**config.mk**
```make
export PLATFORM = sky130hd
export DESIGN_NAME = psa_adjust_lane
export DESIGN_NICKNAME = d
export VERILOG_FILES = /design/src/rtl/core/psa_pkg.sv /design/src/rtl/core/psa_adjust_lane.sv
export SDC_FILE = /design/constraint.sdc
export NUM_CORES = 1
export LEC_CHECK = 0
export BUFFER_PORTS_ARGS = -buffer_cell sky130_fd_sc_hd__buf_2
export CORE_MARGIN = 4
export CORE_UTILIZATION = 66
export CTS_CLUSTER_SIZE = 24
export DETAILED_ROUTE_END_ITERATION = 10
export HOLD_SLACK_MARGIN = 0.08
export PLACE_DENSITY = 0.84
export SETUP_SLACK_MARGIN = 0.2
export SYNTH_ARGS = -nofsm -noshare
export SYNTH_HDL_FRONTEND = slang
export SYNTH_SLANG_ARGS = --single-unit
```
**constraint.sdc**
```tcl
create_clock -name i_clk -period 10.9 [get_ports i_clk]
set_input_delay 0.545 -clock i_clk [delete_from_list [all_inputs] [get_ports i_clk]]
set_output_delay 0.545 -clock i_clk [all_outputs]
set_load 0.02 [all_outputs]
```
**src/rtl/core/psa_pkg.sv**
```systemverilog
// Shared constants and types for the pixel saturation adjust block.
package psa_pkg;

    // Channel and arithmetic widths
    localparam int CH_W    = 8;
    localparam int SQ_W    = 2 * CH_W;
    localparam int SUM_W   = 32;
    localparam int ROOT_W  = 16;
    localparam int GAIN_W  = 16;
    localparam int DIFF_W  = ROOT_W + 2;
    localparam int PROD_W  = DIFF_W + GAIN_W;
    // Accumulator covers the product and the brightness term for FRAC_BITS up to 16
    localparam int ACC_W   = 35;

    // Square root: one result bit per cell
    localparam int SQRT_STEPS = ROOT_W;

    // Perceived brightness weights, Q0.16 (they sum to 65536)
    localparam logic [SQ_W-1:0] W_RED   = 16'd19595;
    localparam logic [SQ_W-1:0] W_GREEN = 16'd38470;
    localparam logic [SQ_W-1:0] W_BLUE  = 16'd7471;

    localparam logic [CH_W-1:0] CH_MAX = 8'd255;

    // Gain defaults: Q4.12, 1.0 leaves the color unchanged
    localparam int                 FRAC_BITS_DEF = 12;
    localparam logic [GAIN_W-1:0]  GAIN_RESET    = 16'd4096;

    // One RGB pixel, red in the low bits
    typedef struct packed {
        logic [CH_W-1:0] blue;
        logic [CH_W-1:0] green;
        logic [CH_W-1:0] red;
    } t_pix;

endpackage

```
**src/rtl/core/psa_adjust_lane.sv**
```systemverilog
// One channel lane: scales the distance from brightness by the gain, floors and clamps.
module psa_adjust_lane #(
    parameter int FRAC_BITS = psa_pkg::FRAC_BITS_DEF
) (
    input  logic                               i_clk,
    input  logic                               i_ce,
    input  logic [psa_pkg::CH_W-1:0]           i_chan,
    input  logic [psa_pkg::ROOT_W-1:0]         i_root,
    input  logic signed [psa_pkg::GAIN_W-1:0]  i_gain,
    output logic [psa_pkg::CH_W-1:0]           o_chan
);

    localparam int BASE_W = psa_pkg::ROOT_W + FRAC_BITS;
    localparam int SHIFT  = psa_pkg::CH_W + FRAC_BITS;

    logic signed [psa_pkg::DIFF_W-1:0] w_diff;
    logic signed [psa_pkg::PROD_W-1:0] r_prod;
    logic [BASE_W-1:0]                 r_base;
    logic signed [psa_pkg::ACC_W-1:0]  w_acc;

    // Channel in Q8.8 minus brightness
    assign w_diff = $signed({2'b00, i_chan, 8'h00}) - $signed({2'b00, i_root});

    // Register product and brightness term
    always_ff @(posedge i_clk) begin
        if (i_ce) begin
            r_prod <= psa_pkg::PROD_W'(w_diff) * psa_pkg::PROD_W'(i_gain);
            r_base <= BASE_W'(i_root) << FRAC_BITS;
        end
    end

    assign w_acc = psa_pkg::ACC_W'(r_prod) + $signed(psa_pkg::ACC_W'(r_base));

    // Floor, then clamp to the channel range
    always_comb begin
        if (w_acc[psa_pkg::ACC_W-1]) begin
            o_chan = '0;
        end else if (|w_acc[psa_pkg::ACC_W-2:SHIFT+psa_pkg::CH_W]) begin
            o_chan = psa_pkg::CH_MAX;
        end else begin
            o_chan = w_acc[SHIFT+psa_pkg::CH_W-1:SHIFT];
        end
    end

endmodule

```
==> summary.md <==
| Metric | Value |
|---|---|
| Status | `completed` |
| Cts hold-fix bufs | `0` |
| Post-synth ARST share | `0` |
| Area Growth Syn to Fin | `5.160%` |
| Diode count | `0` |
| Die Y | `143.5 µm` |
| Fin crit period | `8477 ps` |
| Worst setup margin | `2423 ps` |
| Via density | `5.559` |
| Nature of the critical path endpoint | `flop` |
| CP max stage delay | `650 ps` |
| Post-synth EDFFs | `37` |
| Initial antenna violation count | `1` |
| Setup crit start kind | `input port` |
| Final Max Slew Viols | `0` |
| Pre-CTS WS | `2143 ps` |
| Max Fclk | `118.0 MHz` |
| Layout filler cell count | `1368` |
| Initial Utilization | `0.6727` |
| Maximum fanout along the worst path | `21` |
| Crit path kind | `input port to flop` |
| Crit path DAT | `8510 ps` |
| Share of the synthesized area in the top cell type | `0.4557` |
| Ys Warns | `0` |
| RSZ-0062 raised after global routing | `false` |
| Cell count after synthesis | `1288` |
| # setup viols final | `0` |
| TritonCTS clock tree | `yes` |
| CTS clock-pin slew for the worst setup and hold paths | `60 ps` |
| HP Class | `input port to flop` |
| All-Layer GR Usage | `0.2875` |
| Largest net degree at the start of global routing | `38` |
| Die area | `20600 µm²` |
| Bufs on Longest Clock Path | `2` |
| Slowest cell on crit path | `fa_1` |
| Final Hold Viols | `0` |
| First-pass GRT wire length | `46.19 mm` |
| Cell variety after synth | `50` |
| Cell taking the most area after synthesis | `fa_1` |
| Root Buffer | `clkbuf_16` |
| Routability cong. | `0.8612` |
| I/O Buffers | `49` |
| Router iterations before antenna repair | `5` |
| Avg Cell Area, Syn | `9.414 µm²` |
| Post-Route WL | `27.24 mm` |
| Max_cap viols | `0` |
| Critical path's most frequent cell | `fa_1` |
| CTS buffer count | `5` |
| #FFs+latches synth | `37` |
| WP data required | `10930 ps` |
| Main area contributors after synthesis | `fa_1 (46%), inv_1 (11%), ha_1 (11%)` |
| Final #Nets | `1733` |
| Initial drt markers | `483` |
| Vias in the first global route | `9795` |
| Row cnt | `49` |
| H-tree depth | `2` |
| WL per Instance | `17.68 µm` |
| Final setup TNS | `0 ps` |
| Antenna viol nets, final | `0` |
| Worst Tran Pin Value | `1140 ps` |
| Post-CTS setup buffers | `0` |
| Core ar. | `18020 µm²` |
| Post-Syn Area | `12130 µm²` |
| Post-synthesis sequential area ratio | `0.09163` |
| Syn nets | `1710` |
| Final period utilization | `0.7777` |
| Share of layout cells above drive strength 1 | `0.06174` |
| Total congestion overflow | `0` |
| Worst relative slew slack | `0.2365` |
| Die X | `143.5 µm` |
| PostCTS Resize Cnt | `0` |
| # DRC | `0` |
| Dominant synthesized flop cell | `edfxtp_1` |
| Detailed placement HPWL | `22.34 mm` |
| Via count | `8566` |
| # IOs | `50` |
| CTS sink cnt | `37` |
## flip-flops by register name, indices dropped and copies added (netlist names)
name / flops
r_prod: 21
r_base: 16
## metrics by stage
step,instance area (µm²),instances,utilization,hold WS (ps)
global route,12750,1541,0.7074,438.7
detailed placement,12580,1533,0.6982,743.6
finish,12750,1541,0.7074,445.7
global placement,12580,1533,0.6982,736.4
floorplan,12130,1288,-,643.9
CTS,12750,1541,0.7074,441.8
## path summary, 6_finish.rpt
check,endpoint,from,cells after the start
worst max-delay path,r_prod[30]$_DFFE_PP_,i_root[0],31
worst min-delay path,r_base[20]$_DFFE_PP_,i_root[8],1
## critical path, delay by kind of cell
family	cells	cell delay, ps
xor+xnor	1	150
simple gates	3	580
buf+inv	5	630
compound gates	14	2930
fa+ha+maj	8	3640
## placed cells by master, fill, tap and decap left out, types with 4 or more instances in the layout
master / Yosys / layout
edfxtp_1: 37 / 37
o21a_1: 4 / 4
fa_1: 276 / 276
buf_2: 1 / 49
xor2_1: 9 / 7
inv_1: 349 / 349
ha_1: 104 / 104
and3_1: 4 / 4
xnor2_2: 1 / 6
a21oi_1: 27 / 27
a21o_1: 14 / 14
o21bai_1: 7 / 7
nand3_1: 10 / 10
and2_1: 117 / 117
nor2b_1: 4 / 4
nand2_1: 158 / 158
nor3_1: 6 / 6
xnor2_1: 37 / 32
o21ai_0: 9 / 9
nor2_1: 35 / 35
clkbuf_16: 0 / 5
buf_4: 2 / 6
## synth_stat cells, types with 4 or more instances
master	number
nand2_1	158
o21bai_1	7
a21o_1	14
clkbuf_1	34
ha_1	104
o21ai_0	9
fa_1	276
and3_1	4
a21oi_1	27
xnor2_1	37
o21a_1	4
and2_1	117
xor2_1	9
nor3_1	6
edfxtp_1	37
nor2_1	35
inv_1	349
nor2b_1	4
nand3_1	10
## logic make-up after synthesis
group,synth area share
and+or+nand+nor,0.1404
adders and majority gates,0.5630
xor gates and xnor gates,0.03457
AOI/OAI and AO/OA,0.04747
DFF,0.09163
muxes,0.0008255
buffers and inverters,0.1221
## per-layer routing
metal | track usage | vias to the layer above | part of all wire
met5 | 0 | - | 0.00048
met4 | 0.1308 | 2 | 0.050
met3 | 0.03760 | 101 | 0.045
met2 | 0.5311 | 282 | 0.54
met1 | 0.3321 | 4351 | 0.36
li1 | - | 3830 | -
## area by class of cell
| class | count | area, µm² | area share |
|---|---|---|---|
| flip-flops and latches | 37 | 1111 | 0.08714 |
| inverters | 349 | 1310 | 0.1027 |
| repair buffers | 55 | 290.3 | 0.02277 |
| multi-input cells | 863 | 9587 | 0.7518 |
| clock inverters | 3 | 41.29 | 0.003238 |
| clock buffers | 5 | 125.1 | 0.009813 |
| well taps | 229 | 286.5 | 0.02247 |
Power is not shown: default switching activity piles up to over one toggle a cycle in this logic, so the estimate is an artifact.
