File: config.mk
export PLATFORM = sky130hd
export DESIGN_NAME = psa_luma
export DESIGN_NICKNAME = d
export VERILOG_FILES = /design/src/rtl/core/psa_pkg.sv /design/src/rtl/core/psa_luma.sv
export SDC_FILE = /design/constraint.sdc
export NUM_CORES = 1
export LEC_CHECK = 0
export BUFFER_PORTS_ARGS = -buffer_cell sky130_fd_sc_hd__buf_2
export CORE_ASPECT_RATIO = 1.2
export CORE_MARGIN = 2
export CORE_UTILIZATION = 59
export CTS_CLUSTER_DIAMETER = 30
export DETAILED_ROUTE_END_ITERATION = 7
export PLACE_DENSITY = 0.76
export SKIP_CTS_REPAIR_TIMING = 1
export SLEW_MARGIN = 20
export SYNTH_ARGS = -nofsm -noshare
export SYNTH_HDL_FRONTEND = slang
export SYNTH_SLANG_ARGS = --single-unit
File: constraint.sdc
create_clock -name i_clk -period 5.4 [get_ports i_clk]
set_input_delay 0 -clock i_clk [delete_from_list [all_inputs] [get_ports i_clk]]
set_output_delay 0 -clock i_clk [all_outputs]
set_load 0.02 [all_outputs]
File: src/rtl/core/psa_pkg.sv
// Shared constants and types for the pixel saturation adjust block.
package psa_pkg;

    // Channel and arithmetic widths
    localparam int CH_W    = 8;
    localparam int SQ_W    = 2 * CH_W;
    localparam int SUM_W   = 32;
    localparam int ROOT_W  = 16;
    localparam int GAIN_W  = 16;
    localparam int DIFF_W  = ROOT_W + 2;
    localparam int PROD_W  = DIFF_W + GAIN_W;
    // Accumulator covers the product and the brightness term for FRAC_BITS up to 16
    localparam int ACC_W   = 35;

    // Square root: one result bit per cell
    localparam int SQRT_STEPS = ROOT_W;

    // Perceived brightness weights, Q0.16 (they sum to 65536)
    localparam logic [SQ_W-1:0] W_RED   = 16'd19595;
    localparam logic [SQ_W-1:0] W_GREEN = 16'd38470;
    localparam logic [SQ_W-1:0] W_BLUE  = 16'd7471;

    localparam logic [CH_W-1:0] CH_MAX = 8'd255;

    // Gain defaults: Q4.12, 1.0 leaves the color unchanged
    localparam int                 FRAC_BITS_DEF = 12;
    localparam logic [GAIN_W-1:0]  GAIN_RESET    = 16'd4096;

    // One RGB pixel, red in the low bits
    typedef struct packed {
        logic [CH_W-1:0] blue;
        logic [CH_W-1:0] green;
        logic [CH_W-1:0] red;
    } t_pix;

endpackage

File: src/rtl/core/psa_luma.sv
// Weighted sum of squared channels: three-stage pipeline giving S = sum(w * c^2).
module psa_luma (
    input  logic                        i_clk,
    input  logic                        i_rst_n,
    input  logic                        i_ce,
    input  logic                        i_valid,
    input  psa_pkg::t_pix               i_pix,
    output logic                        o_valid,
    output psa_pkg::t_pix               o_pix,
    output logic [psa_pkg::SUM_W-1:0]   o_sum
);

    logic [psa_pkg::SQ_W-1:0]  r_sq_r, r_sq_g, r_sq_b;
    logic [psa_pkg::SUM_W-1:0] r_wp_r, r_wp_g, r_wp_b;
    logic [psa_pkg::SUM_W-1:0] r_sum;
    logic                      r_v1, r_v2, r_v3;
    psa_pkg::t_pix             r_pix1, r_pix2, r_pix3;

    // Advance valid bits
    always_ff @(posedge i_clk) begin
        if (!i_rst_n) begin
            r_v1 <= 1'b0;
            r_v2 <= 1'b0;
            r_v3 <= 1'b0;
        end else if (i_ce) begin
            r_v1 <= i_valid;
            r_v2 <= r_v1;
            r_v3 <= r_v2;
        end
    end

    // Square, weight, then add
    always_ff @(posedge i_clk) begin
        if (i_ce) begin
            r_sq_r <= psa_pkg::SQ_W'(i_pix.red)   * psa_pkg::SQ_W'(i_pix.red);
            r_sq_g <= psa_pkg::SQ_W'(i_pix.green) * psa_pkg::SQ_W'(i_pix.green);
            r_sq_b <= psa_pkg::SQ_W'(i_pix.blue)  * psa_pkg::SQ_W'(i_pix.blue);
            r_pix1 <= i_pix;

            r_wp_r <= psa_pkg::SUM_W'(r_sq_r) * psa_pkg::SUM_W'(psa_pkg::W_RED);
            r_wp_g <= psa_pkg::SUM_W'(r_sq_g) * psa_pkg::SUM_W'(psa_pkg::W_GREEN);
            r_wp_b <= psa_pkg::SUM_W'(r_sq_b) * psa_pkg::SUM_W'(psa_pkg::W_BLUE);
            r_pix2 <= r_pix1;

            // Total never exceeds 32 bits
            r_sum  <= r_wp_r + r_wp_g + r_wp_b;
            r_pix3 <= r_pix2;
        end
    end

    assign o_valid = r_v3;
    assign o_pix   = r_pix3;
    assign o_sum   = r_sum;

endmodule

==> flow_metrics.env <==
export IMPL_numCtsBuffers=49
export IMPL_yosysSeqAreaShare_pct=27.42
export IMPL_firstDrtPassIters=5
export IMPL_path_delay_family="adder cells"
export IMPL_syn_cell_area_um2=25520
export IMPL_synth_top_family_by_area="adder cells"
export IMPL_ctsHtreeMaxLevel=2
export IMPL_grt_pass1_wl_um=84730
export IMPL_n_antenna_cell=0
export IMPL_start_util_pct=59.65
export IMPL_die_h_um=231.8
export IMPL_cp_required_ns=5.71
export IMPL_min_path_cells=3
export IMPL_drive_gt1_share_pct=11.82
export IMPL_syn2layout_area_growth_pct=15.03
export IMPL_antenna_found_initial=0
export IMPL_arrival_ns=5.65
export IMPL_viasPerCell=5.308
export IMPL_fin_hold_ws_ns=0.2222
export IMPL_cp_num_buf_inv=5
export IMPL_place_congestion=0.9018
export IMPL_synth_mux_area_share_pct=0.2500
export IMPL_synth_xor_area_share_pct=5.216
export IMPL_core_um2=42790
export IMPL_synth_most_common_cell="inv_1"
export IMPL_synth_seq_cells=234
export IMPL_setup_violations=0
export IMPL_slew_viol_final=0
export IMPL_design_area_um2=29360
export IMPL_clockBufferDepth=3
export IMPL_synth_avg_cell_area_um2=11.12
export IMPL_totalWireLength_um=51010
export IMPL_drc=0
export IMPL_num_vias=16580
export IMPL_grt_use_total_pct=23.49
export IMPL_cts_sinks=234
export IMPL_drtAntennaViolNets=0
export IMPL_grt_max_degree=109
export IMPL_finalNonFillerCells=3124
export IMPL_async_reset_ff_share_pct=0
export IMPL_cts_tree="yes"
export IMPL_synth_simple_area_share_pct=6.035
export IMPL_relSlewSlack_pct=39.54
export IMPL_crit_fanout=5
export IMPL_synth_compound_area_share_pct=8.276
export IMPL_worstSetupPathType="flip-flop to flip-flop"
export IMPL_post_route_min_period_ns=5.342
export IMPL_status="completed"
export IMPL_hold_viol=0
export IMPL_pre_cts_slack_ns=-0.1370
export IMPL_root_buffer="clkbuf_16"
export IMPL_clk_latency_ns=0.57
export IMPL_reg2reg_depth=19
export IMPL_cpMaxStageDelayCell="fa_1"
export IMPL_dp_hpwl_um=42020
export IMPL_io_pins=85
export IMPL_synth_edf_count=231
export IMPL_slowest_delay_ns=0.50
export IMPL_die_x_um=193.9
export IMPL_synth_top_cell_by_area="edfxtp_1"
export IMPL_rsz0062_at_grt="yes"
export IMPL_fin_worst_skew_ns=0.02888
export IMPL_cap_violations=0
export IMPL_die_area_um2=44940
export IMPL_synthTopCellsByCount="inv_1 (495), ha_1 (467), fa_1 (285)"
export IMPL_synthAdderAreaFrac_pct=45.25
export IMPL_grt_pass1_vias=17670
export IMPL_dp_cells=2987
export IMPL_setup_ws_ns=0.05780
export IMPL_hp_class="primary input to flip-flop"
export IMPL_synth_top_area_share_pct=27.18
export IMPL_endpoint_kind="flip-flop"
export IMPL_crit_path_cell_trace="ha_1, ha_1, inv_1, fa_1, inv_1, fa_1, fa_1, inv_1, fa_1, inv_1, ha_1, buf_4, a221oi_2, nor2b_1, a31o_2, o311a_4, a31oi_4, o21ai_2, xnor2_1"
export IMPL_fmax_ghz=0.1872
export IMPL_synth_distinct_cells=65
export IMPL_tightestPinTransition_ns=0.9070
export IMPL_clkTransAtPathRegs_ns=0.05
export IMPL_start_kind="flip-flop"
export IMPL_wl_per_cell_um=16.33
export IMPL_synth_area_top_cells="edfxtp_1 (27%), ha_1 (23%), fa_1 (22%)"
export IMPL_rows=83
export IMPL_numPortBuffers=84
export IMPL_placed_area_um2=27060
export IMPL_grt_overflow_total=0
export IMPL_postSynthCellCount=2295
export IMPL_cp_depth=19
export IMPL_min_period_over_period_pct=98.93
export IMPL_final_nets=3313
export IMPL_synth_warnings=0
export IMPL_drtIter0Drc=652
export IMPL_synth_ff_type="edfxtp_1"
worst min-delay path, delay by kind of cell:
family / cells / cell delay, ns
buffers and inverters: 2 / 0.63
and+or+nand+nor: 1 / 0.12
flip-flops by register name, indices dropped and copies added (netlist names):
name	count
r_wp_r	30
o_pix	24
r_sq_b	15
r_wp_g	30
o_valid	1
r_sq_g	15
r_pix2	21
r_v1	1
r_v2	1
r_sq_r	15
r_wp_b	28
o_sum	32
r_pix1	21
placed cells by master (no fill, tap or decap), types with 17 or more instances in the layout:
cell | Yosys | final
inv_1 | 495 | 490
ha_1 | 467 | 455
fa_1 | 285 | 284
edfxtp_1 | 231 | 231
xnor2_1 | 112 | 112
a21oi_1 | 105 | 99
nand2_1 | 83 | 83
buf_2 | 2 | 83
nor2_1 | 79 | 79
buf_4 | 0 | 74
a21o_1 | 50 | 50
clkbuf_16 | 0 | 49
o21ai_0 | 51 | 47
and2_1 | 46 | 46
xor2_1 | 40 | 40
nor2b_1 | 28 | 28
dlygate4sd3_1 | 0 | 27
o21a_1 | 23 | 23
nor3_1 | 20 | 20
conb_1 | 2 | 17
worst paths after layout:
check	from	to	slack, ns
worst max-delay path	r_sq_g[14]$_DFFE_PP_	r_wp_g[26]$_DFFE_PP_	0.06
worst min-delay path	i_rst_n	o_valid$_SDFFE_PN0P_	0.22
worst max register to register	r_sq_g[14]$_DFFE_PP_	r_wp_g[26]$_DFFE_PP_	0.06
worst min register to register	r_pix1[1]$_DFFE_PP_	r_pix2[1]$_DFFE_PP_	0.41
stage by stage:
stage	setup TNS (ns)	util (%)
2_1_floorplan	0	-
3_3_place_gp	-0.1504	63.25
3_5_place_dp	-0.3666	63.25
4_1_cts	-0.5560	67.05
5_1_grt	-0.4572	68.61
6_report	0	68.61
area by class of cell:
class                           count  area, um2
Multi-Input combinational cell   1565      16900
Fill cell                        3167      13430
Sequential cell                   234       6997
Inverter                          495       1858
Timing Repair Buffer              188       1290
Clock inverter                     39      390.4
Clock buffer                       51       1234
Tap cell                          552      690.7
cell families (layout without fill, tap and decap cells):
family	Yosys count	count (layout)
compound gates	323	323
other cells	2	17
fa+ha+maj	752	752
mux	6	6
buf+inv	511	773
xor+xnor	152	152
simple gates	315	315
flops	234	234
routing by layer:
layer / GRT usage [%] / share of wire [%]
met5: 0 / 0
met4: 6.487 / 2.5
met3: 3.079 / 3.9
met2: 43.01 / 51
met1: 29.23 / 42
Power is not shown: default switching activity piles up to over one toggle a cycle in this logic, so the estimate is an artifact.
