<file path="config.mk">
export PLATFORM = sky130hd
export DESIGN_NAME = psa_sqrt_cell
export DESIGN_NICKNAME = d
export VERILOG_FILES = /design/src/rtl/core/psa_pkg.sv /design/src/rtl/core/psa_sqrt_cell.sv
export SDC_FILE = /design/constraint.sdc
export NUM_CORES = 1
export LEC_CHECK = 0
export ABC_AREA = 0
export BUFFER_PORTS_ARGS = -buffer_cell sky130_fd_sc_hd__buf_2
export CORE_UTILIZATION = 39
export CTS_BUF_LIST = sky130_fd_sc_hd__clkbuf_8
export CTS_CLUSTER_DIAMETER = 200
export DETAILED_ROUTE_END_ITERATION = 10
export GPL_TIMING_DRIVEN = 0
export PLACE_DENSITY = 0.65
export SYNTH_ARGS = -nofsm -noshare
export SYNTH_HDL_FRONTEND = slang
export SYNTH_SLANG_ARGS = --single-unit
export TNS_END_PERCENT = 10
</file>
<file path="constraint.sdc">
create_clock -name i_clk -period 7.1 [get_ports i_clk]
set_input_delay 0 -clock i_clk [delete_from_list [all_inputs] [get_ports i_clk]]
set_output_delay 0 -clock i_clk [all_outputs]
set_load 0.02 [all_outputs]
</file>
<file path="src/rtl/core/psa_pkg.sv">
// Shared constants and types for the pixel saturation adjust block.
package psa_pkg;

    // Channel and arithmetic widths
    localparam int CH_W    = 8;
    localparam int SQ_W    = 2 * CH_W;
    localparam int SUM_W   = 32;
    localparam int ROOT_W  = 16;
    localparam int GAIN_W  = 16;
    localparam int DIFF_W  = ROOT_W + 2;
    localparam int PROD_W  = DIFF_W + GAIN_W;
    // Accumulator covers the product and the brightness term for FRAC_BITS up to 16
    localparam int ACC_W   = 35;

    // Square root: one result bit per cell
    localparam int SQRT_STEPS = ROOT_W;

    // Perceived brightness weights, Q0.16 (they sum to 65536)
    localparam logic [SQ_W-1:0] W_RED   = 16'd19595;
    localparam logic [SQ_W-1:0] W_GREEN = 16'd38470;
    localparam logic [SQ_W-1:0] W_BLUE  = 16'd7471;

    localparam logic [CH_W-1:0] CH_MAX = 8'd255;

    // Gain defaults: Q4.12, 1.0 leaves the color unchanged
    localparam int                 FRAC_BITS_DEF = 12;
    localparam logic [GAIN_W-1:0]  GAIN_RESET    = 16'd4096;

    // One RGB pixel, red in the low bits
    typedef struct packed {
        logic [CH_W-1:0] blue;
        logic [CH_W-1:0] green;
        logic [CH_W-1:0] red;
    } t_pix;

endpackage

</file>
<file path="src/rtl/core/psa_sqrt_cell.sv">
// One cell of the square-root chain: settles one bit of the root per stage.
module psa_sqrt_cell #(
    parameter int STEP = 0
) (
    input  logic                        i_clk,
    input  logic                        i_rst_n,
    input  logic                        i_ce,
    input  logic                        i_valid,
    input  psa_pkg::t_pix               i_pix,
    input  logic [psa_pkg::SUM_W-1:0]   i_rem,
    input  logic [psa_pkg::SUM_W-1:0]   i_root,
    output logic                        o_valid,
    output psa_pkg::t_pix               o_pix,
    output logic [psa_pkg::SUM_W-1:0]   o_rem,
    output logic [psa_pkg::SUM_W-1:0]   o_root
);

    localparam logic [psa_pkg::SUM_W:0] BIT =
        (psa_pkg::SUM_W+1)'(1) << (psa_pkg::SUM_W - 2 - 2 * STEP);

    logic [psa_pkg::SUM_W:0]   w_trial;
    logic                      w_take;
    logic [psa_pkg::SUM_W-1:0] n_rem, n_root;
    logic                      r_valid;
    psa_pkg::t_pix             r_pix;
    logic [psa_pkg::SUM_W-1:0] r_rem, r_root;

    // Try the next root bit against the remainder
    always_comb begin
        w_trial = {1'b0, i_root} + BIT;
        w_take  = ({1'b0, i_rem} >= w_trial);
        if (w_take) begin
            n_rem  = psa_pkg::SUM_W'({1'b0, i_rem} - w_trial);
            n_root = (i_root >> 1) + BIT[psa_pkg::SUM_W-1:0];
        end else begin
            n_rem  = i_rem;
            n_root = i_root >> 1;
        end
    end

    always_ff @(posedge i_clk) begin
        if (!i_rst_n) begin
            r_valid <= 1'b0;
        end else if (i_ce) begin
            r_valid <= i_valid;
        end
    end

    // Hand state to the next cell
    always_ff @(posedge i_clk) begin
        if (i_ce) begin
            r_rem  <= n_rem;
            r_root <= n_root;
            r_pix  <= i_pix;
        end
    end

    assign o_valid = r_valid;
    assign o_pix   = r_pix;
    assign o_rem   = r_rem;
    assign o_root  = r_root;

endmodule

</file>
==> results.sh, run 1 <==
export IMPL_cp_slowest_cell="dlygate4sd3_1"
export IMPL_dr_first_iter_drc_count=246
export IMPL_ys_ff_latch=89
export IMPL_synthAdderAreaFrac_pct=8.66
export IMPL_die_h_um=115
export IMPL_avgSynthCellArea_um2=10.8
export IMPL_postRouteWirelength_mm=13.1
export IMPL_routedWlPerCell_um=14.3
export IMPL_post_place_ws_ns=4.21
export IMPL_place_gp_congestion=0.838
export IMPL_arrival_ns=3.25
export IMPL_crit_path_end_kind="flop"
export IMPL_synth_edf_count=88
export IMPL_cts_max_path_buffers=2
export IMPL_syn_to_final_growth_pct=44.5
export IMPL_synth_cell_types=47
export IMPL_n_antenna_cell=0
export IMPL_synth_xor_area_share_pct=4.73
export IMPL_core_area_um2=12300
export IMPL_antenna_found_initial=0
export IMPL_muxShareOfSynthArea_pct=0.426
export IMPL_slew_headroom_pct=67.4
export IMPL_stdcell_count=917
export IMPL_fin_worst_skew_ns=0
export IMPL_period_share_pct=43.8
export IMPL_cts_tree="yes"
export IMPL_clk_latency_ns=0.38
export IMPL_synth_compound_area_share_pct=16.8
export IMPL_numCtsBuffers=9
export IMPL_worst_slew_pin_slew_ns=0.489
export IMPL_via_count=4484
export IMPL_cts_resized_gates=0
export IMPL_clkTransAtPathRegs_ns=0.09
export IMPL_drtAntennaViolNets=0
export IMPL_setup_ws_ns=3.99
export IMPL_synth_area_leaders="edfxtp_1 (53%), ha_1 (8.3%), nand2_1 (4.5%), a21oi_1 (3.8%), inv_1 (3.0%)"
export IMPL_synth_top_area_cell="edfxtp_1"
export IMPL_slew_violations=0
export IMPL_grt_pass1_wl_mm=20.4
export IMPL_drc=0
export IMPL_finalHoldViolCount=0
export IMPL_drtPass1Iterations=4
export IMPL_place_inst=813
export IMPL_yosysTopAreaCellShare_pct=52.9
export IMPL_grt_usage_pct=20.2
export IMPL_dp_hpwl_mm=9.38
export IMPL_period_minus_slack_ns=3.11
export IMPL_max_freq_ghz=0.322
export IMPL_start_util_pct=40.8
export IMPL_power_density_nw_per_um2=203
export IMPL_synth_top_family_by_area="compound AO/OA/AOI/OAI gates"
export IMPL_async_reset_ff_share_pct=0
export IMPL_synthSimpleGateAreaFrac_pct=10.8
export IMPL_pin_count=181
export IMPL_overflow=0
export IMPL_crit_path_start_kind="primary input"
export IMPL_cts_root_buf="clkbuf_8"
export IMPL_grt_max_degree=57
export IMPL_portBuffers=180
export IMPL_drive_above_1_share_pct=28.7
export IMPL_maxCapViolations=0
export IMPL_die_area_um2=13300
export IMPL_crit_fanout=4
export IMPL_synth_area_um2=5000
export IMPL_crit_required_ns=7.24
export IMPL_status="completed"
export IMPL_ys_seq_area_share_pct=53.3
export IMPL_rsz0062_at_grt="false"
export IMPL_ir_drop_uv=87.1
export IMPL_crit_chain="dlygate4sd3_1 > buf_2 > inv_1 > ha_1 > fa_1 > nand2b_1 > a21oi_1 > o211ai_1 > a211oi_1 > o22ai_1 > o31ai_1 > xnor2_1 > o21ai_1"
export IMPL_fin_nets=870
export IMPL_grt_pass1_vias=4309
export IMPL_power_leakage_uw=0.00326
export IMPL_path_class="primary input to flop"
export IMPL_setup_viol=0
export IMPL_vias_per_cell=4.89
export IMPL_num_rows=40
export IMPL_synthCells=464
export IMPL_yosys_warnings=0
export IMPL_synth_fp_nets=590
export IMPL_dieWidth_um=115
export IMPL_tns_ns=0
export IMPL_synthFlopType="edfxtp_1"
export IMPL_min_path_type="primary input to flop"
export IMPL_max_stage_delay_ns=0.54
export IMPL_cts_htree_levels=3
export IMPL_cts_sinks=89
metal layers:
metal	up-vias	track usage [%]	routed length, µm
met2	125	34.7	6280
met4	0	8.14	231
li1	2243	-	-
met3	15	3.58	546
met1	2101	25.1	6010
met5	-	0	0
critical path: cells and delay by family:
kind / cells / cell delay (ns)
AO/OA/AOI/OAI: 6 / 1.56
XOR/XNOR: 1 / 0.17
buffers and inverters: 3 / 0.70
adder cells (fa/ha/maj): 2 / 0.63
AND/OR/NAND/NOR: 1 / 0.18
cells by family (layout without fill, tap and decap cells):
| group | count (synthesis) | in the layout |
|---|---|---|
| buf+inv | 55 | 340 |
| fa+ha+maj | 34 | 34 |
| compound gates | 137 | 137 |
| simple gates | 120 | 120 |
| mux | 2 | 2 |
| flops | 89 | 89 |
| xor+xnor | 27 | 27 |
where the power goes:
part / total [µW] / switching, µW / internal, µW
combinational: 439 / 256 / 183
sequential: 656 / 12.6 / 644
clock: 368 / 202 / 166
metrics by stage:
stage                     hold WS [ns]  total power (µW)  instance area (µm²)  util, %
after detailed placement         0.179              1070                 6140     50.1
after global placement           0.176              1060                 6110     49.8
final                           0.0554              1460                 7220     58.9
after floorplan                 0.0989               931                 5000        -
after global routing            0.0563              1540                 7220     58.9
after CTS                       0.0396              1480                 7220     58.9
registers in the layout, indices dropped and copies added, names as in the netlist:
register and count:
o_rem 32, o_pix 24, o_root 32, o_valid 1
area by class of cell:
class                           instances  area [µm²]
Multi-Input combinational cell        320        2070
Clock buffer                            9         124
Buffer                                 15         111
Inverter                               40         150
Tap cell                              168         210
Fill cell                            1043        5040
Timing Repair Buffer                  269        1810
Clock inverter                          7        77.6
Sequential cell                        89        2660
placed cells by master (no fill, tap or decap), drive strengths merged, types with 2 or more instances in the layout:
cell and instances:
nand4 5, o211ai 7, clkbuf 9, a31oi 5, nand3 8, nor2 17, a21oi 39, a211oi 5
a21boi 2, xor2 13, ha 33, o22ai 2, clkinv 4, edfxtp 88, o21bai 5, a21o 12
o2111ai 3, nand2 60, and3 4, dlygate4sd3 88, o31ai 3, nand2b 6, o211a 2, buf 196
xnor2 14, nor3 7, nor2b 5, inv 42, o21a 3, and2 4, o21ai 43
synthesized netlist by cell type (2+ instances only):
| cell type | n |
|---|---|
| a211oi_1 | 5 |
| a21boi_0 | 2 |
| a21o_1 | 12 |
| a21oi_1 | 38 |
| a31oi_1 | 5 |
| and2_1 | 4 |
| and3_1 | 4 |
| buf_2 | 8 |
| buf_4 | 2 |
| buf_6 | 5 |
| edfxtp_1 | 88 |
| ha_1 | 33 |
| inv_1 | 40 |
| nand2_1 | 60 |
| nand2b_1 | 6 |
| nand3_1 | 8 |
| nand4_1 | 5 |
| nor2_1 | 17 |
| nor2b_1 | 5 |
| nor3_1 | 7 |
| o2111ai_1 | 3 |
| o211a_1 | 2 |
| o211ai_1 | 7 |
| o21a_1 | 3 |
| o21ai_0 | 14 |
| o21ai_1 | 28 |
| o21bai_1 | 5 |
| o22ai_1 | 2 |
| o31ai_1 | 3 |
| xnor2_1 | 14 |
| xor2_1 | 13 |
what timing repair did:
| item | in CTS | in global routing |
|---|---|---|
| setup endpoints to repair | 0 | 0 |
| hold buffers | 88 | 0 |
| endpoints found under the hold margin | 88 | 0 |
| buffers inserted | 0 | 0 |
worst paths after layout:
path	start	to	slack, ns	depth (start not counted)
setup reg to reg	o_valid	o_valid	5.95	3
hold reg to reg	o_valid	o_valid	1.08	3
setup / recovery	i_rem[0]	o_rem[30]	3.99	13
hold / removal	i_rem[29]	o_rem[29]	0.06	3
No activity file was read; power rests on OpenSTA's default activity.
==> inputs of run 2 (changes only) <==
==> constraint.sdc (replaced) <==
create_clock -name i_clk -period 3.1 [get_ports i_clk]
set_input_delay 0 -clock i_clk [delete_from_list [all_inputs] [get_ports i_clk]]
set_output_delay 0 -clock i_clk [all_outputs]
set_load 0.02 [all_outputs]
==> run 2 against run 1 <==
Wire length about the same. Total power rose by 130%. Combinational power is 130% higher. Largest power group unchanged. Hold slack gained 0.0022 ns. Flip-flop and latch count unchanged. Critical path depth did not move. Clock power rose by 130%. Clock-buffer cell count stayed put. Register-to-register slack worse by 4.0 ns. Non-clock buffer count unchanged.
==> results.sh, run 2 (synthesis results as in run 1) <==
export IMPL_status="completed"
export IMPL_post_cts_buffers=0
export IMPL_slew_headroom_pct=67.7
export IMPL_grt_max_degree=57
export IMPL_place_gp_congestion=0.838
export IMPL_min_path_type="primary input to flop"
export IMPL_antenna_found_initial=0
export IMPL_ir_drop_uv=199
export IMPL_stdcell_count=917
export IMPL_max_freq_ghz=0.348
export IMPL_routedWlPerCell_um=14.2
export IMPL_grt_pass1_wl_mm=20.4
export IMPL_numCtsBuffers=9
export IMPL_power_density_nw_per_um2=463
export IMPL_final_common_cell="buf_2"
export IMPL_cts_tree="yes"
export IMPL_dieWidth_um=115
export IMPL_worst_slew_pin_slew_ns=0.485
export IMPL_fillCellCount=1043
export IMPL_n_antenna_cell=0
export IMPL_pin_count=181
export IMPL_drive_above_1_share_pct=29.1
export IMPL_vias_per_cell=4.90
export IMPL_final_cell_mix="buf_2 (187), dlygate4sd3_1 (88), edfxtp_1 (88)"
export IMPL_finalPower_uw=3350
export IMPL_max_stage_delay_ns=0.54
export IMPL_fin_nets=870
export IMPL_num_rows=40
export IMPL_path_buf_inv=3
export IMPL_path_class="primary input to flop"
export IMPL_clkTransAtPathRegs_ns=0.09
export IMPL_postRouteWirelength_mm=13.1
export IMPL_period_minus_slack_ns=2.87
export IMPL_dp_hpwl_mm=9.38
export IMPL_core_area_um2=12300
export IMPL_syn_to_final_growth_pct=44.8
export IMPL_arrival_ns=3.01
export IMPL_drc=0
export IMPL_finalHoldViolCount=0
export IMPL_crit_fanout=4
export IMPL_start_util_pct=40.8
export IMPL_cts_root_buf="clkbuf_8"
export IMPL_rsz0062_at_grt="false"
export IMPL_place_inst=813
export IMPL_crit_chain="dlygate4sd3_1 > buf_2 > inv_1 > ha_1 > fa_1 > nand2b_1 > a21oi_2 > o211ai_1 > a211oi_2 > o22ai_1 > o31ai_2 > xnor2_1 > o21ai_1"
export IMPL_power_leakage_uw=0.00326
export IMPL_utilization_pct=59.0
export IMPL_die_area_um2=13300
export IMPL_cp_slowest_cell="dlygate4sd3_1"
export IMPL_crit_required_ns=3.24
export IMPL_slew_violations=0
export IMPL_grt_usage_pct=20.2
export IMPL_grt_pass1_vias=4309
export IMPL_cp_top_family="compound AO/OA/AOI/OAI gates"
export IMPL_crit_path_end_kind="flop"
export IMPL_crit_path_start_kind="primary input"
export IMPL_setup_viol=0
export IMPL_clk_latency_ns=0.38
export IMPL_via_count=4494
export IMPL_drtPass1Iterations=4
export IMPL_die_h_um=115
export IMPL_cts_htree_levels=3
export IMPL_overflow=0
export IMPL_cts_max_path_buffers=2
export IMPL_cts_sinks=89
export IMPL_period_share_pct=92.6
export IMPL_drtAntennaViolNets=0
export IMPL_fin_worst_skew_ns=0
export IMPL_maxCapViolations=0
export IMPL_tns_ns=0
export IMPL_portBuffers=180
export IMPL_dr_first_iter_drc_count=228
-- run 2: report_power, final --
group          total [µW]  leakage (µW)  internal [µW]  switching (µW)
registers            1500      0.000868           1470            28.9
logic                1010       0.00229            420             587
clock network         842      0.000105            381             461
total                3350       0.00326           2270            1080
-- run 2: repair_timing --
item / CTS / global route
endpoints found under the setup margin: 0 / 2
hold buffers: 88 / 0
resized for setup: 0 / 3
hold endpoints to repair: 88 / 0
-- run 2: per-layer routing --
metal | global-route usage, % | wire [µm] | vias to the layer above
met1 | 25.1 | 5960 | 2099
met4 | 8.14 | 231 | 0
met5 | 0 | 0 | -
met3 | 3.58 | 584 | 15
li1 | - | - | 2246
met2 | 34.7 | 6280 | 134
-- run 2: per-stage QoR --
stage | setup WS, ns | hold slack (ns) | instance area [µm²]
final | 0.228 | 0.0576 | 7240
after global routing | 0.0299 | 0.0563 | 7240
after CTS | 0.0523 | 0.0396 | 7220
after detailed placement | 0.208 | 0.179 | 6140
after global placement | 0.241 | 0.176 | 6110
after floorplan | 0.838 | 0.0989 | 5000
-- run 2: tightest hold or removal path, delay by kind of cell --
kind / cells / cell delay [ns]
compound gates: 1 / 0.15
buf+inv: 1 / 0.09
simple gates: 1 / 0.09
-- run 2: final cells by class --
class,count,area [µm²],share of cell area [%]
Clock inverter,7,77.6,1.07
Sequential cell,89,2660,36.8
Inverter,40,150,2.08
Clock buffer,9,124,1.71
Buffer,15,111,1.54
Multi-Input combinational cell,320,2090,28.9
Tap cell,168,210,2.91
Timing Repair Buffer,269,1810,25.0
-- run 2: worst paths after layout --
kind | endpoint | slack (ns) | from | depth (start not counted)
worst max-delay path | o_rem[30] | 0.23 | i_rem[0] | 13
worst min-delay path | o_rem[29] | 0.06 | i_rem[29] | 3
worst max register to register | o_valid | 1.95 | o_valid | 3
worst min register to register | o_valid | 1.08 | o_valid | 3
==> inputs of run 3 (changes only) <==
==> constraint.sdc (replaced) <==
create_clock -name i_clk -period 2.9 [get_ports i_clk]
set_input_delay 0 -clock i_clk [delete_from_list [all_inputs] [get_ports i_clk]]
set_output_delay 0 -clock i_clk [all_outputs]
set_load 0.02 [all_outputs]
==> run 3 against run 2 <==
Total power increased by 7.3%. Critical path depth is the same. Setup slack worse by 0.13 ns. Sequential power rose by 7%. Non-clock buffer count grew 1. Via count hardly changed. Utilization increased by 0.24 points. Flip-flop and latch count stayed put. Largest cell class unchanged. Highest routed layer unchanged.
==> results.sh, run 3 (synthesis results as in run 1) <==
export IMPL_portBuffers=180
export IMPL_slew_violations=0
export IMPL_worst_slew_pin_slew_ns=0.489
export IMPL_status="completed"
export IMPL_via_count=4497
export IMPL_num_rows=40
export IMPL_cts_sinks=89
export IMPL_rsz0062_at_grt="false"
export IMPL_core_area_um2=12300
export IMPL_max_freq_ghz=0.357
export IMPL_dr_first_iter_drc_count=249
export IMPL_numCtsBuffers=9
export IMPL_fin_worst_skew_ns=0
export IMPL_arrival_ns=2.95
export IMPL_syn_to_final_growth_pct=45.4
export IMPL_start_util_pct=40.8
export IMPL_crit_path_end_kind="flop"
export IMPL_grt_usage_pct=20.2
export IMPL_vias_per_cell=4.90
export IMPL_routedWlPerCell_um=14.3
export IMPL_period_share_pct=96.5
export IMPL_path_class="primary input to flop"
export IMPL_power_leakage_uw=0.00327
export IMPL_drtPass1Iterations=4
export IMPL_overflow=0
export IMPL_min_path_type="primary input to flop"
export IMPL_path_buf_inv=5
export IMPL_finalHoldViolCount=0
export IMPL_cts_htree_levels=3
export IMPL_crit_path_start_kind="primary input"
export IMPL_design_area_um2=7270
export IMPL_pin_count=181
export IMPL_ir_drop_uv=212
export IMPL_tns_ns=0
export IMPL_n_antenna_cell=0
export IMPL_clk_latency_ns=0.38
export IMPL_clkTransAtPathRegs_ns=0.10
export IMPL_cts_max_path_buffers=2
export IMPL_slew_headroom_pct=67.4
export IMPL_dp_hpwl_mm=9.38
export IMPL_grt_max_degree=57
export IMPL_drive_above_1_share_pct=29.9
export IMPL_dieWidth_um=115
export IMPL_antenna_found_initial=0
export IMPL_cp_top_family="compound AO/OA/AOI/OAI gates"
export IMPL_placed_area_um2=6140
export IMPL_die_h_um=115
export IMPL_cts_tree="yes"
export IMPL_final_common_cell="buf_2"
export IMPL_place_gp_congestion=0.838
export IMPL_grt_pass1_vias=4308
export IMPL_max_stage_delay_ns=0.53
export IMPL_cp_slowest_cell="dlygate4sd3_1"
export IMPL_crit_chain="dlygate4sd3_1 > buf_2 > inv_1 > ha_1 > buf_2 > and3_1 > a221o_1 > a21oi_2 > o2111ai_1 > o21ai_2 > o211a_1 > buf_6 > mux2_1"
export IMPL_cts_root_buf="clkbuf_8"
export IMPL_grt_pass1_wl_mm=20.5
export IMPL_postRouteWirelength_mm=13.1
export IMPL_drc=0
export IMPL_rrSetupSlack_ns=1.75
export IMPL_setup_viol=0
export IMPL_power_density_nw_per_um2=495
export IMPL_die_area_um2=13300
export IMPL_fin_nets=871
export IMPL_crit_fanout=9
export IMPL_drtAntennaViolNets=0
export IMPL_crit_required_ns=3.05
export IMPL_period_minus_slack_ns=2.80
export IMPL_crit_top_cell="buf_2"
export IMPL_maxCapViolations=0
export IMPL_final_cell_mix="buf_2 (187), dlygate4sd3_1 (88), edfxtp_1 (88)"
run 3: cell count changes in the layout (fill, tap and decap cells not counted), sizes merged:
cell	change
buf	+1
run 3: cell type report:
type / instances / area, µm²
clock inverter: 7 / 77.6
fill: 1040 / 5000
tap: 168 / 210
buffer: 15 / 111
multi-input combinational: 320 / 2110
sequential: 89 / 2660
clock buffer: 9 / 124
timing repair buffer: 270 / 1820
inverter: 40 / 150
run 3: repair_timing:
item	4_1_cts	5_1_grt
endpoints found under the setup margin	0	32
gates resized for setup	0	8
hold endpoints to repair	88	0
hold buffers	88	0
buffers inserted	0	1
run 3: through the flow:
| stage | instances | worst slack [ns] | power (µW) | hold WS [ns] | utilization, % |
|---|---|---|---|---|---|
| 2_1_floorplan | 464 | 0.638 | 2280 | 0.0989 | - |
| 3_3_place_gp | 812 | 0.0414 | 2600 | 0.176 | 49.8 |
| 3_5_place_dp | 813 | 0.00769 | 2610 | 0.179 | 50.1 |
| 4_1_cts | 917 | 0.0606 | 3620 | 0.0396 | 58.9 |
| 5_1_grt | 918 | 0.00728 | 3780 | 0.0563 | 59.3 |
| 6_report | 918 | 0.101 | 3600 | 0.0537 | 59.3 |
run 3: layer usage:
metal | share of wire, % | GRT usage [%]
met1 | 46 | 25.2
met5 | 0 | 0
met3 | 4.2 | 3.48
met2 | 48 | 34.7
met4 | 1.8 | 8.14
run 3: worst paths after layout:
check	to	startpoint	depth (start not counted)
max	o_rem[14]	i_root[21]	13
min	o_rem[29]	i_rem[29]	3
max reg2reg	o_valid	o_valid	3
min reg2reg	o_valid	o_valid	3
run 3: tightest hold or removal path, stage by stage:
cell and delay, ns:
buf_2 0.09, nand2b_1 0.09, o311a_1 0.15
run 3: power by group:
group	internal, µW	total (µW)	switching [µW]
Combinational	454	1090	633
Clock	407	903	496
Sequential	1580	1610	30.9
